File: config.mk
export PLATFORM = sky130hd
export DESIGN_NAME = keyed_compacting_list_table
export DESIGN_NICKNAME = d
export VERILOG_FILES = /design/src/hdl/kclt_pkg.sv /design/src/hdl/kclt_ctrl.sv /design/src/hdl/kclt_datapath.sv /design/src/hdl/keyed_compacting_list_table.sv
export SDC_FILE = /design/constraint.sdc
export NUM_CORES = 2
export LEC_CHECK = 0
export BUFFER_PORTS_ARGS = -buffer_cell sky130_fd_sc_hd__buf_2
export CAP_MARGIN = 20
export CORE_UTILIZATION = 45
export DETAILED_ROUTE_END_ITERATION = 8
export MAX_ROUTING_LAYER = met4
export PLACE_DENSITY = 0.65
export SETUP_SLACK_MARGIN = 0.3
export SYNTH_ARGS = -nofsm -noshare
export SYNTH_HDL_FRONTEND = slang
export SYNTH_SLANG_ARGS = --single-unit
File: constraint.sdc
create_clock -name clock -period 5.95 [get_ports clock]
set_clock_uncertainty 0.1 [all_clocks]
set_input_delay 1.785 -clock clock [delete_from_list [all_inputs] [get_ports clock]]
set_output_delay 1.785 -clock clock [all_outputs]
set_load 0.005 [all_outputs]
File: src/hdl/kclt_pkg.sv
// Shared types and constants for the keyed compacting list table.
`default_nettype none
package kclt_pkg;

   localparam int CAPACITY = 16;
   localparam int POS_W    = 4;
   localparam int CNT_W    = 5;
   localparam int KEY_W    = 16;
   localparam int DATA_W   = 32;

   typedef enum logic [1:0] {
      ACT_APPEND = 2'd0,
      ACT_SEARCH = 2'd1,
      ACT_REMOVE = 2'd2,
      ACT_READ   = 2'd3
   } action_type;

   typedef enum logic [1:0] {
      ST_OK   = 2'd0,
      ST_FULL = 2'd1,
      ST_MISS = 2'd2
   } status_type;

   typedef enum logic {
      S_IDLE = 1'b0,
      S_EXEC = 1'b1
   } state_type;

   typedef struct packed {
      logic capture;
      logic execute;
   } cmd_type;

endpackage
`default_nettype wire

File: src/hdl/kclt_ctrl.sv
// Controller state machine: sequences capture and execution of one request beat.
`default_nettype none
module kclt_ctrl
   import kclt_pkg::*;
(
   input  wire logic    clock,
   input  wire logic    reset,
   input  wire logic    start,
   output logic         busy,
   output cmd_type      cmd,
   output logic         rsp_strobe
);

   state_type state_ff, state_in;
   logic      rsp_strobe_ff, rsp_strobe_in;

   always_ff @(posedge clock) begin
      if (reset) begin
         state_ff      <= S_IDLE;
         rsp_strobe_ff <= 1'b0;
      end else begin
         state_ff      <= state_in;
         rsp_strobe_ff <= rsp_strobe_in;
      end
   end

   always_comb begin
      state_in      = state_ff;
      cmd           = '0;
      rsp_strobe_in = 1'b0;
      busy          = 1'b0;
      case (state_ff)
         S_IDLE: begin
            if (start) begin
               cmd.capture = 1'b1;
               state_in    = S_EXEC;
            end
         end
         S_EXEC: begin
            busy          = 1'b1;
            cmd.execute   = 1'b1;
            rsp_strobe_in = 1'b1;
            state_in      = S_IDLE;
         end
         default: begin
            state_in = S_IDLE;
         end
      endcase
   end

   assign rsp_strobe = rsp_strobe_ff;

endmodule
`default_nettype wire

File: src/hdl/kclt_datapath.sv
// Datapath: entry registers, parallel key compare, compaction shift and response registers.
`default_nettype none
module kclt_datapath
   import kclt_pkg::*;
(
   input  wire logic              clock,
   input  wire logic              reset,
   input  wire cmd_type           cmd,
   input  wire logic [1:0]        req_action,
   input  wire logic [KEY_W-1:0]  req_key,
   input  wire logic [DATA_W-1:0] req_entry_data,
   input  wire logic [POS_W-1:0]  req_position,
   output logic [1:0]             rsp_status,
   output logic [POS_W-1:0]       rsp_found_position,
   output logic [KEY_W-1:0]       rsp_found_key,
   output logic [DATA_W-1:0]      rsp_found_data,
   output logic [CNT_W-1:0]       rsp_entry_count
);

   // Captured request beat.
   action_type        action_ff;
   logic [KEY_W-1:0]  key_ff;
   logic [DATA_W-1:0] data_ff;
   logic [POS_W-1:0]  pos_ff;

   // Table contents and fill count.
   logic [KEY_W-1:0]  key_store_ff  [CAPACITY];
   logic [DATA_W-1:0] data_store_ff [CAPACITY];
   logic [CNT_W-1:0]  count_ff, count_in;

   // Response registers.
   status_type        status_ff, status_in;
   logic [POS_W-1:0]  rpos_ff, rpos_in;
   logic [KEY_W-1:0]  rkey_ff, rkey_in;
   logic [DATA_W-1:0] rdata_ff, rdata_in;

   logic [CAPACITY-1:0] match;
   logic                hit;
   logic [POS_W-1:0]    match_idx;
   logic [POS_W-1:0]    sel_idx;
   logic                full;
   logic                pos_ok;
   logic                do_append;
   logic                do_remove;

   always_ff @(posedge clock) begin
      if (cmd.capture) begin
         action_ff <= action_type'(req_action);
         key_ff    <= req_key;
         data_ff   <= req_entry_data;
         pos_ff    <= req_position;
      end
   end

   always_comb begin
      for (int i = 0; i < CAPACITY; i++) begin
         match[i] = (CNT_W'(i) < count_ff) && (key_store_ff[i] == key_ff);
      end
   end

   // Lowest matching position wins.
   always_comb begin
      hit       = 1'b0;
      match_idx = '0;
      for (int i = 0; i < CAPACITY; i++) begin
         if (match[i] && !hit) begin
            hit       = 1'b1;
            match_idx = POS_W'(i);
         end
      end
   end

   assign sel_idx   = (action_ff == ACT_READ) ? pos_ff : match_idx;
   assign full      = (count_ff == CNT_W'(CAPACITY));
   assign pos_ok    = ({1'b0, pos_ff} < count_ff);
   assign do_append = cmd.execute && (action_ff == ACT_APPEND) && !full;
   assign do_remove = cmd.execute && (action_ff == ACT_REMOVE) && hit;

   always_comb begin
      status_in = ST_MISS;
      rpos_in   = '0;
      rkey_in   = '0;
      rdata_in  = '0;
      count_in  = count_ff;
      case (action_ff)
         ACT_APPEND: begin
            if (full) begin
               status_in = ST_FULL;
            end else begin
               status_in = ST_OK;
               rpos_in   = count_ff[POS_W-1:0];
               rkey_in   = key_ff;
               rdata_in  = data_ff;
               count_in  = count_ff + CNT_W'(1);
            end
         end
         ACT_SEARCH, ACT_REMOVE: begin
            if (hit) begin
               status_in = ST_OK;
               rpos_in   = match_idx;
               rkey_in   = key_store_ff[sel_idx];
               rdata_in  = data_store_ff[sel_idx];
               if (action_ff == ACT_REMOVE) begin
                  count_in = count_ff - CNT_W'(1);
               end
            end
         end
         ACT_READ: begin
            if (pos_ok) begin
               status_in = ST_OK;
               rpos_in   = pos_ff;
               rkey_in   = key_store_ff[sel_idx];
               rdata_in  = data_store_ff[sel_idx];
            end
         end
         default: begin
            status_in = ST_MISS;
         end
      endcase
   end

   always_ff @(posedge clock) begin
      if (reset) begin
         count_ff <= '0;
      end else if (cmd.execute) begin
         count_ff <= count_in;
      end
   end

   always_ff @(posedge clock) begin
      if (cmd.execute) begin
         status_ff <= status_in;
         rpos_ff   <= rpos_in;
         rkey_ff   <= rkey_in;
         rdata_ff  <= rdata_in;
      end
   end

   // Each entry loads either the appended record or its upper neighbor on a remove.
   always_ff @(posedge clock) begin
      for (int i = 0; i < CAPACITY; i++) begin
         if (do_append && (count_ff[POS_W-1:0] == POS_W'(i))) begin
            key_store_ff[i]  <= key_ff;
            data_store_ff[i] <= data_ff;
         end else if (do_remove && (i < CAPACITY - 1) && (POS_W'(i) >= match_idx)) begin
            key_store_ff[i]  <= key_store_ff[(i + 1) % CAPACITY];
            data_store_ff[i] <= data_store_ff[(i + 1) % CAPACITY];
         end
      end
   end

   assign rsp_status         = status_ff;
   assign rsp_found_position = rpos_ff;
   assign rsp_found_key      = rkey_ff;
   assign rsp_found_data     = rdata_ff;
   assign rsp_entry_count    = count_ff;

endmodule
`default_nettype wire

File: src/hdl/keyed_compacting_list_table.sv
// Top level of the keyed compacting list table: controller, datapath and checks.
// Each request beat is captured on the edge where start is high and busy low; busy stays
// high for one execute cycle in which all sixteen keys are compared at once and a remove
// shifts the later entries down in that same cycle, and rsp_strobe marks the response in
// the cycle after. A new start is taken in the cycle the response is shown. The receiver
// cannot stall; rsp_strobe is high for a single cycle per response, and the rsp_ ports
// hold it until another request executes. The table holds sixteen entries.
`default_nettype none
module keyed_compacting_list_table
   import kclt_pkg::*;
(
   input  wire logic              clock,
   input  wire logic              reset,
   input  wire logic              start,
   output logic                   busy,
   input  wire logic [1:0]        req_action,
   input  wire logic [KEY_W-1:0]  req_key,
   input  wire logic [DATA_W-1:0] req_entry_data,
   input  wire logic [POS_W-1:0]  req_position,
   output logic                   rsp_strobe,
   output logic [1:0]             rsp_status,
   output logic [POS_W-1:0]       rsp_found_position,
   output logic [KEY_W-1:0]       rsp_found_key,
   output logic [DATA_W-1:0]      rsp_found_data,
   output logic [CNT_W-1:0]       rsp_entry_count
);

   cmd_type cmd;

   kclt_ctrl u_ctrl (
      .clock      (clock),
      .reset      (reset),
      .start      (start),
      .busy       (busy),
      .cmd        (cmd),
      .rsp_strobe (rsp_strobe)
   );

   kclt_datapath u_datapath (
      .clock              (clock),
      .reset              (reset),
      .cmd                (cmd),
      .req_action         (req_action),
      .req_key            (req_key),
      .req_entry_data     (req_entry_data),
      .req_position       (req_position),
      .rsp_status         (rsp_status),
      .rsp_found_position (rsp_found_position),
      .rsp_found_key      (rsp_found_key),
      .rsp_found_data     (rsp_found_data),
      .rsp_entry_count    (rsp_entry_count)
   );

`ifndef NO_ASSERTIONS
   a_exec_then_strobe: assert property (@(posedge clock) disable iff (reset)
      busy |=> (rsp_strobe && !busy))
      else $error("execute cycle not followed by a response beat");

   a_count_bound: assert property (@(posedge clock) disable iff (reset)
      rsp_strobe |-> (rsp_entry_count <= CNT_W'(CAPACITY)))
      else $error("entry count beyond capacity");

   a_full_only_at_capacity: assert property (@(posedge clock) disable iff (reset)
      (rsp_strobe && (rsp_status == ST_FULL)) |-> (rsp_entry_count == CNT_W'(CAPACITY)))
      else $error("full status reported below capacity");

   a_count_holds_when_idle: assert property (@(posedge clock) disable iff (reset)
      (!busy && $past(!busy) && !rsp_strobe) |-> $stable(rsp_entry_count))
      else $error("entry count changed without a request beat");
`endif

endmodule
`default_nettype wire

==> results.sh <==
export IMPL_status="finished, violations left"
export IMPL_failed_checks="design-rule violations"
export IMPL_wl_per_cell_um=33.20
export IMPL_cts_tree="done"
export IMPL_gp_congestion=1.029
export IMPL_fillers=8984
export IMPL_drv_cap=0
export IMPL_synthTopCellsByArea="edfxtp_1 (55%), mux2_2 (18%), nand2_1 (3.5%)"
export IMPL_min_path_type="reg -> reg"
export IMPL_first_pass_iters=9
export IMPL_grt_pass1_vias=32828
export IMPL_critPathMaxStageDelay_ns=0.85
export IMPL_yosysSeqAreaShare=0.5490
export IMPL_yosysTopAreaCell="edfxtp_1"
export IMPL_die_area_um2=108400
export IMPL_drt_iter0_drc=4659
export IMPL_p_leak_nw=18.41
export IMPL_syn_to_final_growth_pct=13.28
export IMPL_crit_path_max_fanout=35
export IMPL_fin_ws_ns=0.3347
export IMPL_cp_arrival_ns=5.95
export IMPL_maxSlewHeadroom=0.2211
export IMPL_crit_type="reg -> reg"
export IMPL_fin_hold_ws_ns=0.4634
export IMPL_nets=3856
export IMPL_synth_edf_count=876
export IMPL_synthCells=3713
export IMPL_grt_max_degree=69
export IMPL_worstMarginPinSlew_ns=1.168
export IMPL_synth_top_area_frac=0.5461
export IMPL_required_ns=6.29
export IMPL_hpwlAfterDp_mm=111.5
export IMPL_vias_per_cell=6.497
export IMPL_hold_path_cell_count=1
export IMPL_grt_first_pass_wirelength_mm=246.6
export IMPL_r2r_cells=12
export IMPL_via_count=34173
export IMPL_antenna_found_initial=3
export IMPL_grt_overflow=0
export IMPL_grt_setup_unrepaired="no"
export IMPL_period_needed_ns=5.615
export IMPL_drt_total_wl_mm=174.6
export IMPL_ir_drop_uv=218.0
export IMPL_synth_nets=3782
export IMPL_port_buffers=117
export IMPL_cellPowerDensity_nw_per_um2=266.0
export IMPL_post_cts_resize_count=0
export IMPL_cts_root_buf="clkbuf_16"
export IMPL_final_layout_size_suffix_gt1_frac=0.3363
export IMPL_io_pins=118
export IMPL_initial_core_util=0.4556
export IMPL_place_ws_ns=0.6257
export IMPL_coreArea_um2=105700
export IMPL_postCtsHoldBufs=0
export IMPL_post_cts_setup_buffer_count=0
export IMPL_final_antenna_net_count=0
export IMPL_die_h_um=329.2
export IMPL_ys_async_sr_fraction=0
export IMPL_cts_sinks=883
export IMPL_start_kind="register"
export IMPL_slowest_stage="edfxtp_1"
export IMPL_setup_viol=0
export IMPL_synthesis_area_um2=48170
export IMPL_path_clk_slew_ns=0.06
export IMPL_report_final_slew_viol_count=0
export IMPL_synth_seq_cells=883
export IMPL_ys_types=84
export IMPL_end_kind="register"
export IMPL_cp_cell_sequence="xor2_1, or4_1, nor3_1, a22oi_1, and3_1, nand3_1, o32a_1, nand4_1, o21a_1, a31oi_4, buf_12, mux2_2"
export IMPL_syn_area_per_cell_um2=12.97
export IMPL_finalHoldViolCount=0
export IMPL_max_freq_mhz=178.1
export IMPL_synth_main_ff_cell="edfxtp_1"
export IMPL_rows=119
export IMPL_track_usage=0.3282
export IMPL_placed_cells=5077
export IMPL_fin_cells=5260
export IMPL_period_share=0.9438
export IMPL_ys_warn_count=0
export IMPL_clkLatencyLatePin_ns=0.71
export IMPL_clockBufferDepth=3
export IMPL_chipWidth_um=329.2
export IMPL_cts_inserted_buffers=98
export IMPL_htree_levels=3
export IMPL_finalSetupTns_ns=0
export IMPL_drc=16
[cells by family (layout without fill, tap and decap cells)]
kind of cell	Yosys count	count (layout)	share of synthesized area
buffers and inverters	371	524	0.03611
XOR/XNOR	262	262	0.04764
AO/OA/AOI/OAI	389	389	0.06863
AND/OR/NAND/NOR	906	906	0.08944
multiplexers	890	890	0.2060
flip-flops	883	883	0.5490
other	0	3	0
adder cells (fa/ha/maj)	12	12	0.003117
[path summary, 6_finish.rpt]
kind,start,to,slack (ns)
max,u_datapath.key_ff[6],u_datapath.data_store_ff[4][11],0.33
min,u_datapath.data_store_ff[1][27],u_datapath.data_store_ff[0][27],0.46
max reg2reg,u_datapath.key_ff[6],u_datapath.data_store_ff[4][11],0.33
min reg2reg,u_datapath.data_store_ff[1][27],u_datapath.data_store_ff[0][27],0.46
[stage by stage]
stage                 util  total power [W]  instance area, um2
floorplan                -         0.007866               48170
global placement    0.4846         0.008309               51230
detailed placement  0.4851         0.008321               51280
CTS                 0.5159          0.01452               54540
global route        0.5161          0.01484               54560
finish              0.5161          0.01451               54560
[cells in the final DEF, fill, tap and decap left out, types with 17 or more instances in the layout]
master,count
a21boi_0,24
a221oi_1,48
a31oi_1,27
a32o_1,45
a41o_1,24
a41oi_1,24
and3_1,32
buf_12,50
buf_2,117
buf_4,116
clkbuf_1,17
clkbuf_16,100
clkinv_1,21
clkinv_2,18
edfxtp_1,876
inv_1,61
mux2_1,30
mux2_2,782
mux2i_1,78
nand2_1,439
nand3_1,75
nand4_1,50
nor2_1,117
nor3_1,21
nor4_1,48
o21ai_0,21
o21ai_1,21
o311ai_0,25
o311ai_1,23
o41ai_2,24
xnor2_1,120
xor2_1,142
[critical path: cells and delay by family (launching register included)]
kind	cells	cell delay [ns]
AND/OR/NAND/NOR	5	2.03
AO/OA/AOI/OAI	4	1.26
flip-flops	1	0.85
multiplexers	1	0.39
XOR/XNOR	1	0.35
buffers and inverters	1	0.29
[report_power, final]
group,switching [W],internal [W]
Combinational,0.000707,0.000500
Clock,0.00268,0.00360
Sequential,0.000119,0.00690
[registers in the layout, summed over array words and instances (netlist names), 5 cells and up]
register and flops:
u_datapath.data_ff 32, u_datapath.data_store_ff 512, u_datapath.key_ff 16, u_datapath.key_store_ff 256, u_datapath.rsp_entry_count 5, u_datapath.rsp_found_data 32, u_datapath.rsp_found_key 16
[final cells by class]
cell class	count	area, um2	share of cell area
antenna	3	7.507	0.0001376
clock buffer	120	2608	0.04779
clock inverter	59	649.4	0.01190
inverter	61	229.0	0.004196
multi-input combinational	2459	20400	0.3738
sequential	883	26450	0.4847
tap	1391	1740	0.03190
timing repair buffer	284	2485	0.04554
[per-layer routing]
layer,track usage,share of wire,vias to the layer above,routed length (um)
met2,0.4881,0.45,2130,78060
met3,0.06612,0.11,333,18850
li1,-,-,14320,-
met1,0.4489,0.41,17390,71950
met5,-,0,-,0
met4,0.1062,0.033,0,5750
[Yosys cell counts (30+ instances only)]
master,number
o21ai_0,30
mux2_1,30
edfxtp_1,876
a221oi_1,48
xor2_1,142
nor4_1,48
a32o_1,45
mux2i_1,78
nand4_1,50
a31oi_1,31
nor2_1,119
clkbuf_1,144
and3_1,34
nand2_1,448
xnor2_1,120
buf_2,106
inv_1,61
nand3_1,78
mux2_2,782
Power figures use the tool's default switching activity.
